==> config.mk <==
export PLATFORM = sky130hd
export DESIGN_NAME = ace_ctrl
export DESIGN_NICKNAME = d
export VERILOG_FILES = /design/src/rtl/core/ace_pkg.sv /design/src/rtl/core/ace_ctrl.sv
export SDC_FILE = /design/constraint.sdc
export NUM_CORES = 1
export LEC_CHECK = 0
export ABC_AREA = 1
export BUFFER_PORTS_ARGS = -buffer_cell sky130_fd_sc_hd__buf_4
export CORE_MARGIN = 1.5
export CORE_UTILIZATION = 28
export DETAILED_ROUTE_END_ITERATION = 10
export PLACE_DENSITY = 0.62
export RECOVER_POWER = 50
export SLEW_MARGIN = 10
export SYNTH_ARGS = -nofsm -noshare
export SYNTH_HDL_FRONTEND = slang
export SYNTH_SLANG_ARGS = --single-unit
==> constraint.sdc <==
create_clock -name clk_i -period 1.2 [get_ports clk_i]
set_clock_uncertainty 0.15 [all_clocks]
set_input_delay 0 -clock clk_i [delete_from_list [all_inputs] [get_ports clk_i]]
set_output_delay 0 -clock clk_i [all_outputs]
set_load 0.01 [all_outputs]
==> src/rtl/core/ace_pkg.sv <==
package ace_pkg;

  localparam int CODE_DEPTH = 4096;
  localparam int IDX_W      = $clog2(CODE_DEPTH);
  localparam int FILL_W     = $clog2(CODE_DEPTH + 1);
  localparam int CMP_W      = (FILL_W > 13) ? FILL_W : 13;

  localparam logic [4:0] REQ_MOVZ    = 5'd0;
  localparam logic [4:0] REQ_MOVK    = 5'd1;
  localparam logic [4:0] REQ_MOV     = 5'd2;
  localparam logic [4:0] REQ_ADD     = 5'd3;
  localparam logic [4:0] REQ_SUB     = 5'd4;
  localparam logic [4:0] REQ_ADDS_W  = 5'd5;
  localparam logic [4:0] REQ_SUBS_W  = 5'd6;
  localparam logic [4:0] REQ_MUL     = 5'd7;
  localparam logic [4:0] REQ_ADD_IMM = 5'd8;
  localparam logic [4:0] REQ_SUB_IMM = 5'd9;
  localparam logic [4:0] REQ_CMP     = 5'd10;
  localparam logic [4:0] REQ_CSET    = 5'd11;
  localparam logic [4:0] REQ_LDR     = 5'd12;
  localparam logic [4:0] REQ_STR     = 5'd13;
  localparam logic [4:0] REQ_B       = 5'd14;
  localparam logic [4:0] REQ_BCOND   = 5'd15;
  localparam logic [4:0] REQ_FMOV_DX = 5'd16;
  localparam logic [4:0] REQ_FMOV_XD = 5'd17;
  localparam logic [4:0] REQ_FADD    = 5'd18;
  localparam logic [4:0] REQ_FSUB    = 5'd19;
  localparam logic [4:0] REQ_FMUL    = 5'd20;
  localparam logic [4:0] REQ_FDIV    = 5'd21;
  localparam logic [4:0] REQ_FCMP    = 5'd22;
  localparam logic [4:0] REQ_SCVTF   = 5'd23;
  localparam logic [4:0] REQ_FCVTZS  = 5'd24;
  localparam logic [4:0] REQ_BLR     = 5'd25;
  localparam logic [4:0] REQ_SXTW    = 5'd26;
  localparam logic [4:0] REQ_RET     = 5'd27;
  localparam logic [4:0] REQ_PATCH   = 5'd28;
  localparam logic [4:0] REQ_CONST64 = 5'd29;
  localparam logic [4:0] REQ_CLEAR   = 5'd30;

  localparam logic [1:0] STATUS_OK    = 2'd0;
  localparam logic [1:0] STATUS_BAD   = 2'd1;
  localparam logic [1:0] STATUS_FULL  = 2'd2;
  localparam logic [1:0] STATUS_PATCH = 2'd3;

  localparam logic [31:0] OPC_MOVZ      = 32'hD2800000;
  localparam logic [31:0] OPC_MOVK      = 32'hF2800000;
  localparam logic [31:0] OPC_CSET      = 32'h9A9F07E0;
  localparam logic [31:0] OPC_B         = 32'h14000000;
  localparam logic [31:0] OPC_BCOND     = 32'h54000000;
  localparam logic [31:0] MASK_KEEP_B19 = 32'hFF00001F;
  localparam logic [31:0] MASK_KEEP_B26 = 32'hFC000000;
  localparam logic [31:0] OPC_RET       = 32'hD65F03C0;
  localparam logic [31:0] OPC_FADD      = 32'h1E602800;
  localparam logic [3:0]  COND_MAX      = 4'd13;

  typedef enum logic [1:0] {
    KIND_SINGLE,
    KIND_CONST,
    KIND_PATCH
  } kind_e;

  typedef enum logic [2:0] {
    ST_IDLE,
    ST_EXEC,
    ST_CONST,
    ST_PATCH
  } state_e;

  typedef struct packed {
    logic       capture;
    logic       emit_single;
    logic       emit_const;
    logic       patch_read;
    logic       emit_patch;
    logic [1:0] part;
  } ctrl_cmd_t;

  typedef struct packed {
    kind_e kind;
    logic  slot_free;
    logic  store_full;
  } dp_stat_t;

endpackage

==> src/rtl/core/ace_ctrl.sv <==
module ace_ctrl (
  input  logic               clk_i,
  input  logic               rst_ni,
  input  logic               in_valid_i,
  output logic               in_ready_o,
  input  ace_pkg::dp_stat_t  stat_i,
  output ace_pkg::ctrl_cmd_t cmd_o
);

  ace_pkg::state_e state_q, state_d;
  logic [1:0]      part_q, part_d;

  always_ff @(posedge clk_i or negedge rst_ni) begin
    if (!rst_ni) begin
      state_q <= ace_pkg::ST_IDLE;
      part_q  <= '0;
    end else begin
      state_q <= state_d;
      part_q  <= part_d;
    end
  end

  always_comb begin
    state_d = state_q;
    part_d  = part_q;
    unique case (state_q)
      ace_pkg::ST_IDLE: begin
        part_d = '0;
        if (in_valid_i) state_d = ace_pkg::ST_EXEC;
      end
      ace_pkg::ST_EXEC: begin
        unique case (stat_i.kind)
          ace_pkg::KIND_CONST: state_d = ace_pkg::ST_CONST;
          ace_pkg::KIND_PATCH: state_d = ace_pkg::ST_PATCH;
          default: if (stat_i.slot_free) state_d = ace_pkg::ST_IDLE;
        endcase
      end
      ace_pkg::ST_CONST: begin
        if (stat_i.slot_free) begin
          if (stat_i.store_full || part_q == 2'd3) begin
            state_d = ace_pkg::ST_IDLE;
          end else begin
            part_d = part_q + 2'd1;
          end
        end
      end
      ace_pkg::ST_PATCH: begin
        if (stat_i.slot_free) state_d = ace_pkg::ST_IDLE;
      end
      default: state_d = ace_pkg::ST_IDLE;
    endcase
  end

  always_comb begin
    in_ready_o = 1'b0;
    cmd_o      = '0;
    cmd_o.part = part_q;
    unique case (state_q)
      ace_pkg::ST_IDLE: begin
        in_ready_o    = 1'b1;
        cmd_o.capture = in_valid_i;
      end
      ace_pkg::ST_EXEC: begin
        cmd_o.emit_single = (stat_i.kind == ace_pkg::KIND_SINGLE) && stat_i.slot_free;
        cmd_o.patch_read  = (stat_i.kind == ace_pkg::KIND_PATCH);
      end
      ace_pkg::ST_CONST: cmd_o.emit_const = stat_i.slot_free;
      ace_pkg::ST_PATCH: cmd_o.emit_patch = stat_i.slot_free;
      default: ;
    endcase
  end

endmodule

==> metrics.md, run 1 <==
| Metric | Value |
|---|---|
| Cell area after synthesis | `384 µm²` |
| Path depth of the worst reg2reg path | `6` |
| Port bufs | `14` |
| H-tree depth | `1` |
| Slew Viols, Final | `0` |
| Vias in the first global route | `362` |
| Layout cell share with drive strength beyond 1 | `52.2%` |
| Fillers | `119` |
| Reg-to-reg slack, setup | `-0.04 ns` |
| Die width | `40.0 µm` |
| Slowest cell on the critical path | `dfrtp_1` |
| Detail Route Antenna Nets | `0` |
| Later-pin clock latency in the skew report | `0.24 ns` |
| Number of buffers created by CTS | `3` |
| Maxcap violations | `0` |
| WHS Endpoint | `state_q[0]` |
| Syn Inst Count | `58` |
| CTS tree | `yes` |
| First-pass GRT wire length | `1390 µm` |
| CP Launch Type | `flop` |
| Worst setup margin | `-0.143 ns` |
| WS Path Type | `reg2out` |
| Unique masters post-synth | `15` |
| Power Dens Cells | `1050 nW/µm²` |
| WL/cell | `10.5 µm` |
| Synth Register Bits | `5` |
| TNS Setup | `-0.718 ns` |
| Clock Tree Buf Depth | `2` |
| Crit Path Max Fanout | `4` |
| Worst vdd ir | `0.000574 V` |
| F_max | `0.744 GHz` |
| Vias | `456` |
| Hold Crit Start | `in_valid_i` |
| Total Wirelength | `1100 µm` |
| CP cell instances | `buf_6 -> buf_4 -> nor2_1 -> buf_4` |
| Routability cong. | `0.689` |
| Io pins | `15` |
| Final worst-path cycle share | `112%` |
| Core ar. | `1280 µm²` |
| Final Hold Vio Count | `0` |
| Largest net degree at the start of global routing | `7` |
| Initial antenna violation count | `0` |
| Root Buffer Master | `clkbuf_4` |
| Clock transition at path regs | `0.05 ns` |
| CP Capture Type | `primary output` |
| # diodes | `0` |
| DRC violations left | `0` |
| Most frequent CP cell | `buf_4` |
| Initial core utilization | `29.9%` |
| RR Startpoint | `state_q[0]` |
| Die area | `1600 µm²` |
| Critical Path AT | `1.19 ns` |
| Via density | `4.34` |
| R2r endpoint | `part_q[0]` |
| Worst path required time | `1.05 ns` |
| Leak | `0.388 nW` |
| Sequential-to-total area share from yosys stat | `32.6%` |
| Synthesized area per cell | `6.62 µm²` |
| Setup-failing EPs final | `9` |
| Die height | `40.0 µm` |
| Synth warnings | `0` |
| Worst Setup SP | `state_q[0]` |
| Site Rows | `13` |
| Gr usage total | `12.8%` |
| Hold Path Class | `in2reg` |
| DRT Pass-1 Iters | `4` |
| Status | `complete, but fails checks` |
| Tot Pwr | `0.000772 W` |
| Minimum clock period | `1.34 ns` |
| Final layout net count | `101` |
| Area Growth Syn to Fin | `91.2%` |
| CP max stage delay | `0.39 ns` |
| Remaining global-route overflow | `0` |
| Worst hold stages | `5` |
| Net Count, Synth | `68` |
| Clk sinks | `5` |
| RSZ-0062 raised after global routing | `yes` |
| DRT iter0 DRCs | `6` |
| Failing checks | `setup timing` |
| Final HPWL DP | `698 µm` |
-- critical path: cells and delay by family (launching register included) --
family / cells / cell delay, ns
buffers and inverters: 3 / 0.42
DFF: 1 / 0.39
and+or+nand+nor: 1 / 0.14
-- cells by family after synthesis --
| family | count (synthesis) | synth area share (%) |
|---|---|---|
| buffers and inverters | 13 | 12.7 |
| AND/OR/NAND/NOR | 34 | 41.4 |
| AO/OA/AOI/OAI | 2 | 2.60 |
| adder cells (fa/ha/maj) | 3 | 9.77 |
| other | 1 | 0.976 |
| flip-flops | 5 | 32.6 |
-- worst max-delay path by stage --
stage / endpoint / depth (start not counted)
finish: in_ready_o / 4
global route: cmd_o[3] / 6
CTS: cmd_o[5] / 6
detailed placement: state_q[0] / 5
global placement: state_q[0] / 5
floorplan: part_q[0] / 7
-- flip-flops by register name (all words and copies together) (netlist names) --
| name | flops |
|---|---|
| state_q | 3 |
| part_q | 2 |
-- cell usage after synthesis --
master / number / share of area (%)
nand3_1: 7 / 9.1
conb_1: 1 / 0.98
nor3_1: 3 / 3.9
nand2_1: 11 / 11
inv_2: 1 / 0.98
nand2_2: 1 / 1.6
nand3b_1: 1 / 2.0
o21ai_0: 1 / 1.3
nand4_1: 2 / 3.3
nor2_2: 3 / 4.9
dfrtp_1: 5 / 33
a21oi_1: 1 / 1.3
nor2_1: 6 / 5.9
inv_1: 12 / 12
ha_1: 3 / 9.8
-- final cells by class --
cell class / instances / area, µm² / share of cell area (%)
Inverter: 13 / 48.8 / 6.64
Sequential cell: 5 / 125 / 17.0
Clock buffer: 4 / 26.3 / 3.58
Timing Repair Buffer: 28 / 228 / 31.0
Multi-Input combinational cell: 40 / 288 / 39.2
Tap cell: 15 / 18.8 / 2.56
-- power by group --
group          leakage, nW  internal (W)  switching [W]
logic                0.307      0.000179       0.000191
clock network       0.0150      0.000126      0.0000701
registers           0.0658      0.000189      0.0000171
total                0.388      0.000494       0.000279
-- through the flow --
step,hold slack (ns),instances,setup WS (ns),util [%],cell area [µm²]
after floorplan,-0.446,58,0.00323,-,389
after global placement,-0.346,91,-0.0204,42.3,543
after detailed placement,-0.347,91,-0.0358,42.3,543
after CTS,0.0362,104,-0.109,53.6,688
after global routing,0.0678,105,-0.177,57.2,734
final,0.0309,105,-0.143,57.2,734
-- per-layer routing --
layer | GRT usage (%) | wire length [µm]
met5 | 0 | 0
met4 | 5.17 | 0
met3 | 0 | 42
met2 | 25.4 | 573
met1 | 14.1 | 483
-- repair_timing --
action	in CTS	in global routing
setup endpoints to repair	8	10
resized for setup	12	10
endpoints found under the hold margin	7	0
buffers inserted	5	1
hold buffers	4	0
pin swaps	0	2
-- layout by cell type (no fill, tap or decap), drive strengths merged --
cell / count
buf: 22
inv: 13
nand2: 12
nor2: 9
nand3: 7
clkbuf: 6
dfrtp: 5
dlygate4sd3: 4
nor3: 3
ha: 3
nand4: 2
a21oi: 1
o21ai: 1
nand3b: 1
conb: 1
Power figures use the tool's default switching activity.
==> run 2: changes to the inputs <==
- CAP_MARGIN: default -> 10
- CELL_PAD_IN_SITES_DETAIL_PLACEMENT: default -> 1
- CELL_PAD_IN_SITES_GLOBAL_PLACEMENT: default -> 1
- CORE_UTILIZATION: 28 -> 27
- PLACE_DENSITY: 0.62 -> default
- PLACE_DENSITY_LB_ADDON: default -> 0.1
==> run 2 against run 1 <==
Design area decreased by 1.4%. First-iteration DRC count down 83%. Clock power down 3%. Via count rose by 4.8%. Maximum frequency grew 3.9%. The flow still finishes with violations (setup timing). Non-clock buffer count is 1 lower. Largest cell class unchanged. Final cell count decreased by 0.95%. Critical path type unchanged.
==> metrics.md, run 2 (synthesis results as in run 1) <==
| Metric | Value |
|---|---|
| Final Hold Vio Count | `0 (unchanged)` |
| Regs by FF count | `state_q: 3 flops, part_q: 2 flops` |
| Multi-input gate area | `275 µm² (-4.3%)` |
| Area Growth Syn to Fin | `88.6%` |
| DP Cell Count | `92 (+1.1%)` |
| Core ar. | `1320 µm² (+2.5%)` |
| FF+latch area | `125 µm² (unchanged)` |
| Via density | `4.60 (+5.8%)` |
| Total Wirelength | `1130 µm (+2.8%)` |
| Final HPWL DP | `849 µm (+22%)` |
| First-pass GRT wire length | `1640 µm (+18%)` |
| Layout cell share with drive strength beyond 1 | `50.6% (-1.7 points)` |
| Tot Pwr | `0.000762 W (-1.4%)` |
| Fillers | `165 (+39%)` |
| Die width | `40.7 µm (+1.7%)` |
| Setup WS pre-CTS | `-0.0582 ns (-0.0223 ns)` |
| Maxcap violations | `0 (unchanged)` |
| Leak | `0.378 nW (-2.4%)` |
| Gr usage total | `15.7% (+2.9 points)` |
| Sw power | `0.000263 W (-5.4%)` |
| Placed Area | `551 µm² (+1.4%)` |
| Sw frac | `34.6% (-1.5 points)` |
| DRC violations left | `0 (unchanged)` |
| CP Launch Type | `flop` |
| WL/cell | `10.9 µm (+3.8%)` |
| Largest net degree at the start of global routing | `6 (-1)` |
| Most common cell after layout, fill and taps aside | `buf_4` |
| Power Dens Cells | `1050 nW/µm² (about the same)` |
| Vias | `478 (+4.8%)` |
| Share of power burned in registers | `26.9% (+0.2 points)` |
| Clock Tree Buf Depth | `2 (unchanged)` |
| Clk sinks | `5 (unchanged)` |
| CP Capture Type | `primary output` |
| Comb power frac | `48.1% (+0.2 points)` |
| Initial antenna violation count | `0 (unchanged)` |
| Routability cong. | `0.733 (+6.3%)` |
| Reg with most FFs | `state_q` |
| Worst setup margin | `-0.0936 ns (+0.0499 ns)` |
| Clock transition at path regs | `0.04 ns (about the same)` |
| Hold Path Class | `in2reg` |
| Io pins | `15 (unchanged)` |
| Final worst-path cycle share | `108% (-4.2 points)` |
| Initial core utilization | `29.2% (-0.74 points)` |
| Minimum clock period | `1.29 ns (-0.0499 ns)` |
| Vias in the first global route | `430 (+19%)` |
| Detail Route Antenna Nets | `0 (unchanged)` |
| Commonest cells after routing, fill and taps aside | `18 x buf_4, 9 x inv_1, 9 x nand2_1` |
| Root Buffer Master | `clkbuf_4` |
| Cell-internal power | `0.000498 W (+0.94%)` |
| Remaining global-route overflow | `0 (unchanged)` |
| Setup-failing EPs final | `9 (unchanged)` |
| Site Rows | `13 (unchanged)` |
| RSZ-0062 raised after global routing | `yes` |
| Worst path required time | `1.05 ns (about the same)` |
| Die area | `1660 µm² (+3.4%)` |
| Port bufs | `14 (unchanged)` |
| Crit Path Max Fanout | `3 (-1)` |
| DRT Pass-1 Iters | `2 (-2)` |
| Number of buffers created by CTS | `3 (unchanged)` |
| DRT iter0 DRCs | `1 (-5)` |
| Max reg flops | `3 (unchanged)` |
| WS Path Type | `reg2out` |
| Final Instance Area | `724 µm² (-1.4%)` |
| Later-pin clock latency in the skew report | `0.24 ns (about the same)` |
| CTS tree | `yes` |
| Slew Viols, Final | `0 (unchanged)` |
| Critical Path AT | `1.14 ns (-0.05 ns)` |
| Failing checks | `setup timing` |
| Die height | `40.7 µm (+1.7%)` |
| Worst hold slack | `0.0442 ns (+0.0134 ns)` |
| F_max | `0.773 GHz (+3.9%)` |
| # diodes | `0 (unchanged)` |
| Worst vdd ir | `0.000610 V (+6.3%)` |
| Fin cells | `104 (-0.95%)` |
| Clock power frac | `24.9% (-0.5 points)` |
| Status | `complete, but fails checks` |
| H-tree depth | `1 (unchanged)` |
| Final layout net count | `100 (-0.99%)` |
## run 2: changes by cell type in the layout (fill, tap and decap cells not counted), sizes merged
cell,change
clkbuf,-1
## run 2: path summary, 6_finish.rpt
| kind | from | end | slack, ns | cells past startpoint |
|---|---|---|---|---|
| min in group asynchronous | rst_ni | state_q[1] | 0.57 | 3 |
| worst min register to register | part_q[1] | part_q[1] | 0.45 | 3 |
| worst max register to register | state_q[2] | part_q[0] | -0.04 | 6 |
| max in group asynchronous | rst_ni | state_q[0] | 0.14 | 3 |
| worst min-delay path | in_valid_i | state_q[0] | 0.04 | 5 |
| worst max-delay path | state_q[2] | cmd_o[5] | -0.09 | 6 |
## run 2: timing repair
item | 4_1_cts | 5_1_grt
resized for setup | 12 | 9
buffers inserted | 2 | 2
endpoints found under the hold margin | 7 | 0
hold buffers | 4 | 0
pin swaps | 3 | 2
endpoints found under the setup margin | 10 | 10
## run 2: layout make-up
cell class | count | share of cell area (%)
Sequential cell | 5 | 17.3
Tap cell | 15 | 2.59
Clock buffer | 4 | 3.63
Multi-Input combinational cell | 40 | 38.0
Inverter | 13 | 7.08
Timing Repair Buffer | 27 | 31.4
## run 2: power by group through the flow
stage	clock network [W]	registers, W	logic (W)
floorplan	0	0.000218	0.000114
global placement	0	0.000210	0.000244
detailed placement	0	0.000210	0.000245
CTS	0.000200	0.000206	0.000327
global route	0.000217	0.000209	0.000397
finish	0.000190	0.000205	0.000367
## run 2: metal layers
metal | wire, µm | track usage, % | part of all wire, %
met1 | 498 | 19.4 | 44
met2 | 579 | 23.4 | 51
met3 | 38 | 7.07 | 3.4
met4 | 14 | 6.67 | 1.2
met5 | 0 | 0 | 0
## run 2: metrics by stage
stage	setup TNS (ns)	utilization [%]
floorplan	0	-
global placement	-0.0396	41.8
detailed placement	-0.0795	41.8
CTS	-0.746	50.8
global route	-1.21	55.0
finish	-0.541	55.0
## run 2: critical path: stages (launching register included)
cell and delay [ns]:
dfrtp_1 0.39, inv_2 0.09, nand2_4 0.07, nor2_4 0.10, inv_2 0.04, nor2_1 0.08
buf_4 0.12
==> run 3: changes to the inputs <==
- ABC_AREA: 1 -> default
- CORE_UTILIZATION: 27 -> 28
==> run 3 against run 2 <==
The run still ends with setup timing left. Routed wire length shrank 6.0%. First-iteration DRC count grew to 3.0 times the previous value. Utilization shrank 1.9 points. Hold slack gained 0.0066 ns. Register-to-register slack lost 0.09 ns. Global-route usage shrank 0.12 points. Largest cell class unchanged. Clock power grew 2%. Largest power group is now registers. Highest routed layer is now met3.
==> metrics.md, run 3 <==
| Metric | Value |
|---|---|
| DRT Pass-1 Iters | `2 (unchanged)` |
| Clock transition at path regs | `0.04 ns (about the same)` |
| Area Growth Syn to Fin | `78.7%` |
| Grt peak-use layer | `met2` |
| F_max | `0.748 GHz (-3.2%)` |
| Most common cell in the synthesized netlist | `dfrtp_1` |
| Critical Path AT | `1.19 ns (+0.05 ns)` |
| Synth warnings | `0 (unchanged)` |
| Port bufs | `14 (unchanged)` |
| Core ar. | `1270 µm² (-3.7%)` |
| Multi-input gate area | `256 µm² (-6.8%)` |
| Die area | `1570 µm² (-5.1%)` |
| Worst path required time | `1.05 ns (about the same)` |
| Vias | `397 (-17%)` |
| Die width | `39.7 µm (-2.6%)` |
| Site Rows | `13 (unchanged)` |
| Crit Path Max Fanout | `6 (+3)` |
| Worst hold stages | `3 (-2)` |
| Post-synth top area share | `33.2% (+0.65 points)` |
| Post-synthesis async set-or-reset flop share | `100% (unchanged)` |
| Worst vdd ir | `0.000538 V (-12%)` |
| Routability cong. | `0.652 (-11%)` |
| GR Util met3 | `3.41% (-3.7 points)` |
| Synthesized area per cell | `9.42 µm² (+42%)` |
| First-pass GRT wire length | `1550 µm (-5.5%)` |
| Leak | `0.331 nW (-13%)` |
| H-tree depth | `1 (unchanged)` |
| Syn Inst Count | `40 (-31%)` |
| Synth top cells by count | `5 x dfrtp_1, 4 x inv_1, 4 x nand2_1, 3 x and3_1, 3 x ha_1` |
| Path depth of the worst reg2reg path | `4 (-2)` |
| Power Dens Cells | `860 nW/µm² (-18%)` |
| Final HPWL DP | `772 µm (-9.0%)` |
| Status | `complete, but fails checks` |
| Failing checks | `setup timing` |
| Final Hold Vio Count | `0 (unchanged)` |
| Hold Path Class | `in2reg` |
| Remaining global-route overflow | `0 (unchanged)` |
| Worst setup margin | `-0.136 ns (-0.0425 ns)` |
| Slew Viols, Final | `0 (unchanged)` |
| Final worst-path cycle share | `111% (+3.5 points)` |
| Io pins | `15 (unchanged)` |
| Via density | `4.78 (+4.1%)` |
| Max reg flops | `3 (unchanged)` |
| Number of buffers created by CTS | `3 (unchanged)` |
| Unique masters post-synth | `24 (+9)` |
| CP Launch Type | `flop` |
| Setup-failing EPs final | `9 (unchanged)` |
| Final Instance Area | `673 µm² (-7.1%)` |
| CP Capture Type | `primary output` |
| RSZ-0062 raised after global routing | `yes` |
| Post-synthesis compound-gate area fraction | `15.3% (+13 points)` |
| Xor/xnor share of the synthesized area | `0% (unchanged)` |
| Gr usage total | `15.6% (-0.12 points)` |
| Regs by FF count | `state_q: 3 flops, part_q: 2 flops` |
| Post-Synth Simple-Gate Area | `28.9% (-12 points)` |
| Reg with most FFs | `state_q` |
| Most common cell after layout, fill and taps aside | `buf_4` |
| Fillers | `155 (-6.1%)` |
| Commonest cells after routing, fill and taps aside | `15 x buf_4, 6 x buf_6, 4 x nand2_1, 4 x clkbuf_4, 4 x dlygate4sd3_1` |
| Later-pin clock latency in the skew report | `0.24 ns (about the same)` |
| Initial antenna violation count | `0 (unchanged)` |
| Clock Tree Buf Depth | `2 (unchanged)` |
| Largest family of logic cells by synthesized area | `simple AND/OR/NAND/NOR gates` |
| WL/cell | `12.8 µm (+18%)` |
| Die height | `39.7 µm (-2.6%)` |
| DRT iter0 DRCs | `3 (+2)` |
| CTS tree | `yes` |
| Placed Area | `522 µm² (-5.2%)` |
| Adder-cell share of the synthesized area | `9.97% (+0.19 points)` |
| Number of synthesized flops with an enable pin | `0 (unchanged)` |
| Root Buffer Master | `clkbuf_4` |
| M1 GR Usage | `18.6% (-0.84 points)` |
| Cell area after synthesis | `377 µm² (-2.0%)` |
| Detail Route Antenna Nets | `0 (unchanged)` |
| Area leader, netlist | `dfrtp_1` |
| Final layout net count | `79 (-21%)` |
| Minimum clock period | `1.34 ns (+0.0425 ns)` |
| FF+latch area | `129 µm² (+3.0%)` |
| DP Cell Count | `72 (-22%)` |
| M2 GR Usage | `24.6% (+1.2 points)` |
| Largest net degree at the start of global routing | `8 (+2)` |
| Layout cell share with drive strength beyond 1 | `55.9% (+5.3 points)` |
| DRC violations left | `0 (unchanged)` |
| Primary FF master, synth | `dfrtp_1` |
| Clk sinks | `5 (unchanged)` |
| Initial core utilization | `29.7% (+0.53 points)` |
| WS Path Type | `reg2out` |
| # diodes | `0 (unchanged)` |
| Total Wirelength | `1060 µm (-6.0%)` |
| Synth top area cells | `dfrtp_1 33%, ha_1 10%, and3_1 5.0%, inv_1 4.0%, nand2_1 4.0%` |
| Synth Register Bits | `5 (unchanged)` |
| Net Count, Synth | `50 (-26%)` |
| Fin cells | `83 (-20%)` |
| Sequential-to-total area share from yosys stat | `33.2% (+0.65 points)` |
| Post-synthesis mux area share | `2.66% (+2.7 points)` |
| Maxcap violations | `0 (unchanged)` |
| Vias in the first global route | `372 (-13%)` |
run 3: cell count changes after synthesis, moves of 2 or more:
cell      change
inv_1         -8
nor3_1        -3
nor2_1        -5
and3_1        +3
nor2_2        -3
o211ai_1      +2
nand3_1       -7
nand2_1       -7
run 3: critical path, cell delays in order (launching register included):
cell and delay (ns):
dfrtp_2 0.45, buf_6 0.14, nor3_4 0.10, and2_1 0.14, buf_4 0.11
run 3: kinds of logic after synthesis:
logic type / after synthesis
and+or+nand+nor: 16
AOI/OAI and AO/OA: 8
buffers and inverters: 6
DFF: 5
adders and majority gates: 3
muxes: 1
other: 1
run 3: power breakdown:
group          switching [W]  total, W  leakage [nW]  internal, W
Combinational      0.0000701  0.000181         0.254     0.000111
Clock              0.0000682  0.000194        0.0150     0.000126
Sequential         0.0000233  0.000204        0.0622     0.000181
run 3: path summary, 6_finish.rpt:
path | from | end | slack [ns]
max | state_q[0] | cmd_o[6] | -0.14
min | stat_i[3] | state_q[0] | 0.05
max reg2reg | part_q[1] | part_q[0] | -0.13
min reg2reg | state_q[2] | state_q[1] | 0.43
max in group asynchronous | rst_ni | state_q[1] | 0.15
min in group asynchronous | rst_ni | part_q[0] | 0.54
run 3: routing by layer:
layer	up-vias	share of wire, %
met3	0	2.7
met1	194	44
met4	0	0
li1	197	-
met5	-	0
met2	6	53
run 3: layout make-up:
cell class,count,share of cell area (%)
Clock buffer,4,3.90
Inverter,4,2.23
Multi-Input combinational cell,29,38.1
Sequential cell,5,19.1
Tap cell,15,2.79
Timing Repair Buffer,26,33.8
run 3: what timing repair did:
item	CTS	global route
gates resized for setup	13	5
setup endpoints to repair	10	10
setup buffers	1	2
pin swaps	4	4
hold buffers	4	0
endpoints found under the hold margin	9	0
run 3: stage by stage:
step	setup TNS, ns	setup slack, ns	total power, W	hold slack [ns]	util, %
2_1_floorplan	-0.134	-0.0680	0.000269	-0.446	-
3_3_place_gp	-0.0768	-0.0523	0.000321	-0.348	41.1
3_5_place_dp	-0.291	-0.134	0.000328	-0.347	41.1
4_1_cts	-0.957	-0.146	0.000566	0.0478	50.6
5_1_grt	-1.45	-0.200	0.000619	0.0722	53.1
6_report	-0.923	-0.136	0.000579	0.0508	53.1
